===== src/rtl/core/swmf_pkg.sv =====
package swmf_pkg;

    localparam int WINDOW      = 3;
    localparam int DETECTORS   = 2;
    localparam int AXES        = 2;
    localparam int SAMPLE_BITS = 10;

    localparam int CHANNELS    = DETECTORS * AXES;
    localparam int OUT_FIELDS  = 4;
    localparam int FIELD_W     = 10;
    localparam int MED_W       = 11;
    localparam int RANK_W      = $clog2(WINDOW + 1);
    localparam int MID         = WINDOW / 2;

    typedef logic [SAMPLE_BITS-1:0] t_sample;
    typedef logic [MED_W-1:0]       t_med;

    typedef struct packed {
        logic [FIELD_W-1:0] det0_x;
        logic [FIELD_W-1:0] det0_y;
        logic [FIELD_W-1:0] det1_x;
        logic [FIELD_W-1:0] det1_y;
    } t_in_beat;

    typedef struct packed {
        t_med med0_x;
        t_med med0_y;
        t_med med1_x;
        t_med med1_y;
    } t_out_beat;

endpackage


===== src/rtl/core/sliding_window_median_filter.sv =====
// Running median over the last WINDOW frames of two position detectors, one
// window per coordinate channel, each result in half units (twice the middle
// sample for an odd window, the sum of the two middle samples for an even one).
// Every channel is a row of taps that shifts one sample per accepted beat, with
// the window cleared to zero at reset. A new frame is taken every cycle while
// o_in_stall is low: the median of the updated window is ranked in the same
// cycle and registered, in the skid entry if the output is held. A two-entry
// output buffer lets one more frame in while a result is held by a downstream
// stall; o_in_stall rises only when both entries are full.
module sliding_window_median_filter (
    input  logic                i_clk,
    input  logic                i_rst_n,
    input  logic                i_in_valid,
    output logic                o_in_stall,
    input  swmf_pkg::t_in_beat  i_in_data,
    output logic                o_out_valid,
    input  logic                i_out_stall,
    output swmf_pkg::t_out_beat o_out_data
);

    logic                                w_accept;
    logic                                w_pop;
    swmf_pkg::t_sample                   w_in  [swmf_pkg::OUT_FIELDS];
    swmf_pkg::t_med                      w_med [swmf_pkg::OUT_FIELDS];
    swmf_pkg::t_out_beat                 w_beat;

    logic                                r_out_valid;
    logic                                n_out_valid;
    swmf_pkg::t_out_beat                 r_out;
    swmf_pkg::t_out_beat                 n_out;
    logic                                r_skid_valid;
    logic                                n_skid_valid;
    swmf_pkg::t_out_beat                 r_skid;
    swmf_pkg::t_out_beat                 n_skid;

    assign o_in_stall = r_skid_valid;
    assign w_accept   = i_in_valid && !r_skid_valid;
    assign w_pop      = r_out_valid && !i_out_stall;

    assign w_in[0] = swmf_pkg::SAMPLE_BITS'(i_in_data.det0_x);
    assign w_in[1] = swmf_pkg::SAMPLE_BITS'(i_in_data.det0_y);
    assign w_in[2] = swmf_pkg::SAMPLE_BITS'(i_in_data.det1_x);
    assign w_in[3] = swmf_pkg::SAMPLE_BITS'(i_in_data.det1_y);

    genvar c;
    generate
        for (c = 0; c < swmf_pkg::OUT_FIELDS; c++) begin : g_ch
            if (c < swmf_pkg::CHANNELS) begin : g_live
                swmf_channel u_channel (
                    .i_clk    (i_clk),
                    .i_rst_n  (i_rst_n),
                    .i_shift  (w_accept),
                    .i_sample (w_in[c]),
                    .o_med    (w_med[c])
                );
            end else begin : g_unused
                assign w_med[c] = '0;
            end
        end
    endgenerate

    assign w_beat.med0_x = w_med[0];
    assign w_beat.med0_y = w_med[1];
    assign w_beat.med1_x = w_med[2];
    assign w_beat.med1_y = w_med[3];

    always_comb begin
        n_out_valid  = r_out_valid;
        n_out        = r_out;
        n_skid_valid = r_skid_valid;
        n_skid       = r_skid;
        if (w_pop || !r_out_valid) begin
            // refill the output register, skid entry first
            if (r_skid_valid) begin
                n_out        = r_skid;
                n_out_valid  = 1'b1;
                n_skid_valid = 1'b0;
            end else begin
                n_out        = w_beat;
                n_out_valid  = w_accept;
            end
        end else if (w_accept) begin
            // output held: park the new result
            n_skid       = w_beat;
            n_skid_valid = 1'b1;
        end
    end

    always_ff @(posedge i_clk) begin
        if (!i_rst_n) begin
            r_out_valid  <= 1'b0;
            r_skid_valid <= 1'b0;
        end else begin
            r_out_valid  <= n_out_valid;
            r_skid_valid <= n_skid_valid;
        end
    end

    always_ff @(posedge i_clk) begin
        r_out  <= n_out;
        r_skid <= n_skid;
    end

    assign o_out_valid = r_out_valid;
    assign o_out_data  = r_out;

`ifndef SYNTHESIS
    a_skid_needs_out: assert property (@(posedge i_clk) disable iff (!i_rst_n)
        r_skid_valid |-> r_out_valid)
        else $error("skid entry valid while output register empty");

    a_accept_fills: assert property (@(posedge i_clk) disable iff (!i_rst_n)
        w_accept |=> r_out_valid)
        else $error("accepted beat left no result");

    a_skid_held: assert property (@(posedge i_clk) disable iff (!i_rst_n)
        (r_skid_valid && i_out_stall) |=> (r_skid_valid && $stable(r_skid)))
        else $error("parked result lost during stall");

    a_reset_clears: assert property (@(posedge i_clk)
        !i_rst_n |=> (!r_out_valid && !r_skid_valid))
        else $error("output buffer not empty after reset");
`endif

endmodule


===== src/rtl/core/swmf_tap.sv =====
module swmf_tap (
    input  logic             i_clk,
    input  logic             i_rst_n,
    input  logic             i_shift,
    input  swmf_pkg::t_sample i_sample,
    output swmf_pkg::t_sample o_sample,
    output swmf_pkg::t_sample o_next
);

    swmf_pkg::t_sample r_sample;
    swmf_pkg::t_sample n_sample;

    // take the incoming sample (new input or the previous tap's) on each accepted beat
    always_comb begin
        n_sample = i_shift ? i_sample : r_sample;
    end

    always_ff @(posedge i_clk) begin
        if (!i_rst_n) begin
            r_sample <= '0;
        end else begin
            r_sample <= n_sample;
        end
    end

    assign o_sample = r_sample;
    assign o_next   = n_sample;

endmodule


===== src/rtl/core/swmf_channel.sv =====
module swmf_channel (
    input  logic              i_clk,
    input  logic              i_rst_n,
    input  logic              i_shift,
    input  swmf_pkg::t_sample i_sample,
    output swmf_pkg::t_med    o_med
);

    localparam int SUM_W = swmf_pkg::SAMPLE_BITS + 1;

    swmf_pkg::t_sample                    w_cur  [swmf_pkg::WINDOW];
    swmf_pkg::t_sample                    w_next [swmf_pkg::WINDOW];
    logic [swmf_pkg::RANK_W-1:0]          w_rank [swmf_pkg::WINDOW];
    swmf_pkg::t_sample                    w_hi;
    swmf_pkg::t_sample                    w_lo;
    logic [SUM_W-1:0]                     w_sum;

    genvar k;
    generate
        for (k = 0; k < swmf_pkg::WINDOW; k++) begin : g_tap
            swmf_pkg::t_sample w_feed;
            if (k == 0) begin : g_head
                assign w_feed = i_sample;
            end else begin : g_body
                assign w_feed = w_cur[k-1];
            end
            swmf_tap u_tap (
                .i_clk    (i_clk),
                .i_rst_n  (i_rst_n),
                .i_shift  (i_shift),
                .i_sample (w_feed),
                .o_sample (w_cur[k]),
                .o_next   (w_next[k])
            );
        end
    endgenerate

    // rank every tap of the window after this beat; on a tie the lower tap takes the lower rank
    always_comb begin
        for (int i = 0; i < swmf_pkg::WINDOW; i++) begin
            w_rank[i] = '0;
            for (int j = 0; j < swmf_pkg::WINDOW; j++) begin
                if (j != i) begin
                    if ((w_next[j] < w_next[i]) ||
                        ((w_next[j] == w_next[i]) && (j < i))) begin
                        w_rank[i] = w_rank[i] + swmf_pkg::RANK_W'(1);
                    end
                end
            end
        end
    end

    always_comb begin
        w_hi = '0;
        for (int i = 0; i < swmf_pkg::WINDOW; i++) begin
            if (w_rank[i] == swmf_pkg::RANK_W'(swmf_pkg::MID)) begin
                w_hi = w_hi | w_next[i];
            end
        end
    end

    generate
        if ((swmf_pkg::WINDOW % 2) == 0) begin : g_even
            always_comb begin
                w_lo = '0;
                for (int i = 0; i < swmf_pkg::WINDOW; i++) begin
                    if (w_rank[i] == swmf_pkg::RANK_W'(swmf_pkg::MID - 1)) begin
                        w_lo = w_lo | w_next[i];
                    end
                end
            end
        end else begin : g_odd
            assign w_lo = w_hi;
        end
    endgenerate

    assign w_sum = SUM_W'(w_hi) + SUM_W'(w_lo);
    assign o_med = swmf_pkg::MED_W'(w_sum);

endmodule

===== config.mk =====
export PLATFORM = sky130hd
export DESIGN_NAME = sliding_window_median_filter
export DESIGN_NICKNAME = d
export VERILOG_FILES = /design/src/rtl/core/swmf_pkg.sv /design/src/rtl/core/sliding_window_median_filter.sv /design/src/rtl/core/swmf_tap.sv /design/src/rtl/core/swmf_channel.sv
export SDC_FILE = /design/constraint.sdc
export NUM_CORES = 1
export LEC_CHECK = 0
export CORE_MARGIN = 2
export CORE_UTILIZATION = 64
export CTS_CLUSTER_SIZE = 10
export DETAILED_ROUTE_END_ITERATION = 6
export DONT_BUFFER_PORTS = 1
export PLACE_DENSITY_LB_ADDON = 0.08
export SYNTH_ARGS = -nofsm -noshare
export SYNTH_HDL_FRONTEND = slang
export SYNTH_SLANG_ARGS = --single-unit

===== constraint.sdc =====
create_clock -name i_clk -period 5.35 [get_ports i_clk]
set_input_delay 1.07 -clock i_clk [delete_from_list [all_inputs] [get_ports i_clk]]
set_output_delay 1.07 -clock i_clk [all_outputs]
set_load 0.005 [all_outputs]

==> impl_results.md <==
* Final setup TNS at 0 ns
* Final WS setup at approximately 1.2 ns
* Hold Crit Class: flop to flop
* FF-to-FF path depth at 12
* Via/cell ratio at approximately 5.9
* Total Wirelength at around 26 mm
* Post-Synthesis Cells at ~1200
* Area of the mapped netlist at between 10000 and 15000 um^2
* Sink Count at between 200 and 250
* Multiplexer share of the synthesized area at 0.08476
* Cell Rows at slightly below 50
* Worst-Skew Late Latency at between 0.5 and 0.6 ns
* Core area at 17900 um^2
* Post-layout minimum cycle time at slightly above 4 ns
* ANT cells at 0
* Drt first pass iters at 5
* Die area at roughly 19000 um^2
* Share of post-route cells with drive strength above 1 at 0.07049
* Yosys reg bits at between 200 and 250
* Pleak at about 6 nW
* CTS Buf Count at 24
* Setup CP Type: input pin to flop
* Vias in the first global route at around 8300
* Post-route ant nets at 0
* Iteration-0 DRC Markers at ~590
* Max Root-Sink Buffers at 3
* First-pass GRT wire length at about 42 mm
* Total grt overflow at 0
* H-tree depth at 1
* Post-synthesis simple-gate area fraction at 0.1634
* CP arrival at between 4 and 5 ns
* Final Net Count at roughly 1400
* Worst-Margin Slew at roughly 1.1 ns
* Synthesis Warnings at 0
* Tot GR Track Use at 0.2671
* Syn-to-layout area delta at 9.177%
* Final Hold Fails at 0
* Die Y at between 100 and 150 um
* Worst r2r src: o_in_stall$_SDFFE_PP0P_
* Root Driver: clkbuf_16
* Max VDD drop at around 0.3 mV
* Post-CTS sizing at 0
* Max-cap violations at 0
* Critical path fanouts, max at between 60 and 70
* Critical path capture point: o_out_data[5]$_DFFE_PP_
* Sequential area share after synthesis at 0.4176
* Synth Area in Adders at 0.1251
* Wire per inst at between 15 and 20 um
* Syn_area_per_cell at around 10 um^2
* Max-slew violations at 0
* Largest net degree at the start of global routing at approximately 120
* # IOs at 90
* Critical Path End Type: flop
* Dpl cells at roughly 1400
* Status: completed
* Post-DP Area at approximately 12000 um^2
* Layout Cells excl Fill at 1449
* Via count at between 8000 and 9000
* Worst R2R Setup Slack at roughly 1.4 ns
* Post-synthesis compound-gate area fraction at 0.1405
* Post-synth EDFFs at 80
* DR WL met3 at 1.568 mm
* Worst EP required at around 5.6 ns
* Hold bufs inserted after CTS at 0
* Startpoint Class: input pin
* Antenna violations before repair at 0
* Gp weighted congestion at 0.9136
* Min Hold Slack at around 0.53 ns
* Largest family of logic cells by synthesized area: simple AND/OR/NAND/NOR gates
* Ys async rst share at 0
* TritonCTS clock tree: yes
* Count of different cell masters after synthesis at 61
* Initial Util at 0.6481
* Setup violators final at 0
* Die X at ~140 um
* I/O Buffers at 0
* Dpl ws at ~0.73 ns
* Routed wl met2 at 11.92 mm
* Main synth FF type: dfxtp_1
* RSZ-0062 raised after global routing: no
* Post-route cell area at around 13000 um^2
* Post-DP HPWL at 17.63 mm
* FF-to-FF End: o_out_data[5]$_DFFE_PP_
* Final period utilization at 0.7682
* Clock slew at reported path FFs at 0.05 ns
* Worst Setup SP: i_in_valid
* Fmax at approximately 0.24 GHz
* Post-Route M1 WL at 11.79 mm
* Postcts setup bufs at 0
* Top layer in use: met4
* DRC viols at 0
* Pwr dens at 331.8 nW/um^2
* Min-delay src: r_skid[34]$_DFFE_PP_
* Worst slew margin at 0.2575
* Skew final at about 0.016 ns
* XOR/XNOR Fraction of Synth Area at 0.01078
==> cell usage in the layout, fill, tap and decap left out, types with 3 or more instances in the layout <==
cell type  Yosys  layout
xnor2_1        4       4
o211a_1        3       3
and4_1         3       3
clkbuf_1      29      16
inv_1        123     123
edfxtp_1      80      80
o221ai_2      10      10
o221ai_1      31      31
buf_4          8      27
nor2_1        18      17
ha_1         116     116
or4_1          3       3
a211oi_1       5       5
clkbuf_16      0      25
mux2_2        10      10
o31a_1         3       3
mux2i_1       87      87
a31oi_1        9       9
and2_1        33      33
a21boi_0       3       3
conb_1         1       4
dfxtp_1      122     121
xor2_1         4       4
nor2b_1       94      93
and3_1         3       3
nand2b_1       4       3
nand3_1        6       6
o21a_1         7       7
a21oi_1       29      29
a21o_1        20      20
o21ai_0       46      46
nor3_1        11      11
nand2_1      162     161
o211ai_1       5       5
nand4_1       22      22
nand3b_1       4       4
o21ai_1        3       3
a22oi_1       30      30
==> worst min-delay path by stage <==
stage                          endpoint  depth (start not counted)
2_1_floorplan  o_out_data[12]$_DFFE_PP_                          2
3_3_place_gp   o_out_data[34]$_DFFE_PP_                          2
3_5_place_dp   o_out_data[13]$_DFFE_PP_                          2
4_1_cts        o_out_data[34]$_DFFE_PP_                          2
5_1_grt        o_out_data[14]$_DFFE_PP_                          2
6_report       o_out_data[34]$_DFFE_PP_                          2
==> state kept, by name (all words and copies together), names as in the netlist <==
name and cells:
o_out_valid 1, r_skid 40, g_ch.g_live.u_channel.g_tap.u_tap.o_sample 120, o_in_stall 1
o_out_data 40
==> worst max-delay path, cell delays in order <==
cell      delay (ns)
nor2b_4         0.16
buf_12          0.36
mux2i_1         0.47
inv_1           0.09
ha_1            0.19
inv_1           0.05
a21oi_1         0.07
or3_1           0.38
a311oi_2        0.33
or3b_1          0.58
nand4b_1        0.20
o221ai_2        0.11
mux2_2          0.30
==> Yosys cell counts, types with 3 or more instances <==
cell type | number | area [um^2]
o21ai_1 | 3 | 15.01
mux2i_1 | 87 | 870.8
a31oi_1 | 9 | 56.30
and2_1 | 33 | 206.5
a21o_1 | 20 | 150.1
nand2b_1 | 4 | 25.02
nand2_1 | 162 | 608.1
o21a_1 | 7 | 52.55
buf_4 | 8 | 60.06
nor3_1 | 11 | 55.05
nand4_1 | 22 | 137.6
mux2_2 | 10 | 112.6
and3_1 | 3 | 18.77
o21ai_0 | 46 | 230.2
dfxtp_1 | 122 | 2442
a21oi_1 | 29 | 145.1
o31a_1 | 3 | 26.28
buf_2 | 3 | 15.01
xor2_1 | 4 | 35.03
edfxtp_1 | 80 | 2402
nor2b_1 | 94 | 588.1
o221ai_1 | 31 | 271.5
o211ai_1 | 5 | 37.54
buf_1 | 6 | 22.52
or4_1 | 3 | 22.52
ha_1 | 116 | 1451
xnor2_1 | 4 | 35.03
o221ai_2 | 10 | 150.1
a21boi_0 | 3 | 22.52
nand3_1 | 6 | 30.03
clkbuf_1 | 29 | 108.9
nor2_1 | 18 | 67.56
a211oi_1 | 5 | 37.54
inv_1 | 123 | 461.7
o211a_1 | 3 | 30.03
and4_1 | 3 | 26.28
nand3b_1 | 4 | 30.03
a22oi_1 | 30 | 225.2
==> power by group <==
group | switching, W | internal (W) | total [W] | leakage, nW
combinational | 0.000567 | 0.000363 | 0.000930 | 3.79
clock | 0.000594 | 0.000875 | 0.00147 | 0.338
sequential | 0.0000567 | 0.00175 | 0.00180 | 1.83
total | 0.00122 | 0.00299 | 0.00420 | 5.96
==> cells by family (layout without fill, tap and decap cells) <==
group | Yosys count | count (layout)
DFF | 202 | 202
other | 1 | 4
and+or+nand+nor | 373 | 373
AOI/OAI and AO/OA | 223 | 223
muxes | 97 | 97
buffers and inverters | 169 | 195
adders and majority gates | 116 | 116
xor gates and xnor gates | 10 | 10
==> through the flow <==
step / total power [W] / util
finish: 0.004203 / 0.7076
global route: 0.004397 / 0.7076
CTS: 0.004232 / 0.7076
floorplan: 0.002477 / -
global placement: 0.002739 / 0.6682
detailed placement: 0.002756 / 0.6682
==> routing by layer <==
layer  global-route usage  up-vias
met3              0.05352       50
li1                     -     4250
met5                    0        -
met2               0.4317      210
met4              0.07762        0
met1               0.3679     4052
==> area by class of cell <==
cell class	instances	area [um^2]
clock inverters	1	5.005
flip-flops and latches	202	4846
fillers	1393	5235
inverters	123	461.7
repair buffers	29	242.7
well taps	229	286.5
clock buffers	42	699.4
multi-input cells	823	6126
No activity file was read; power rests on OpenSTA's default activity.
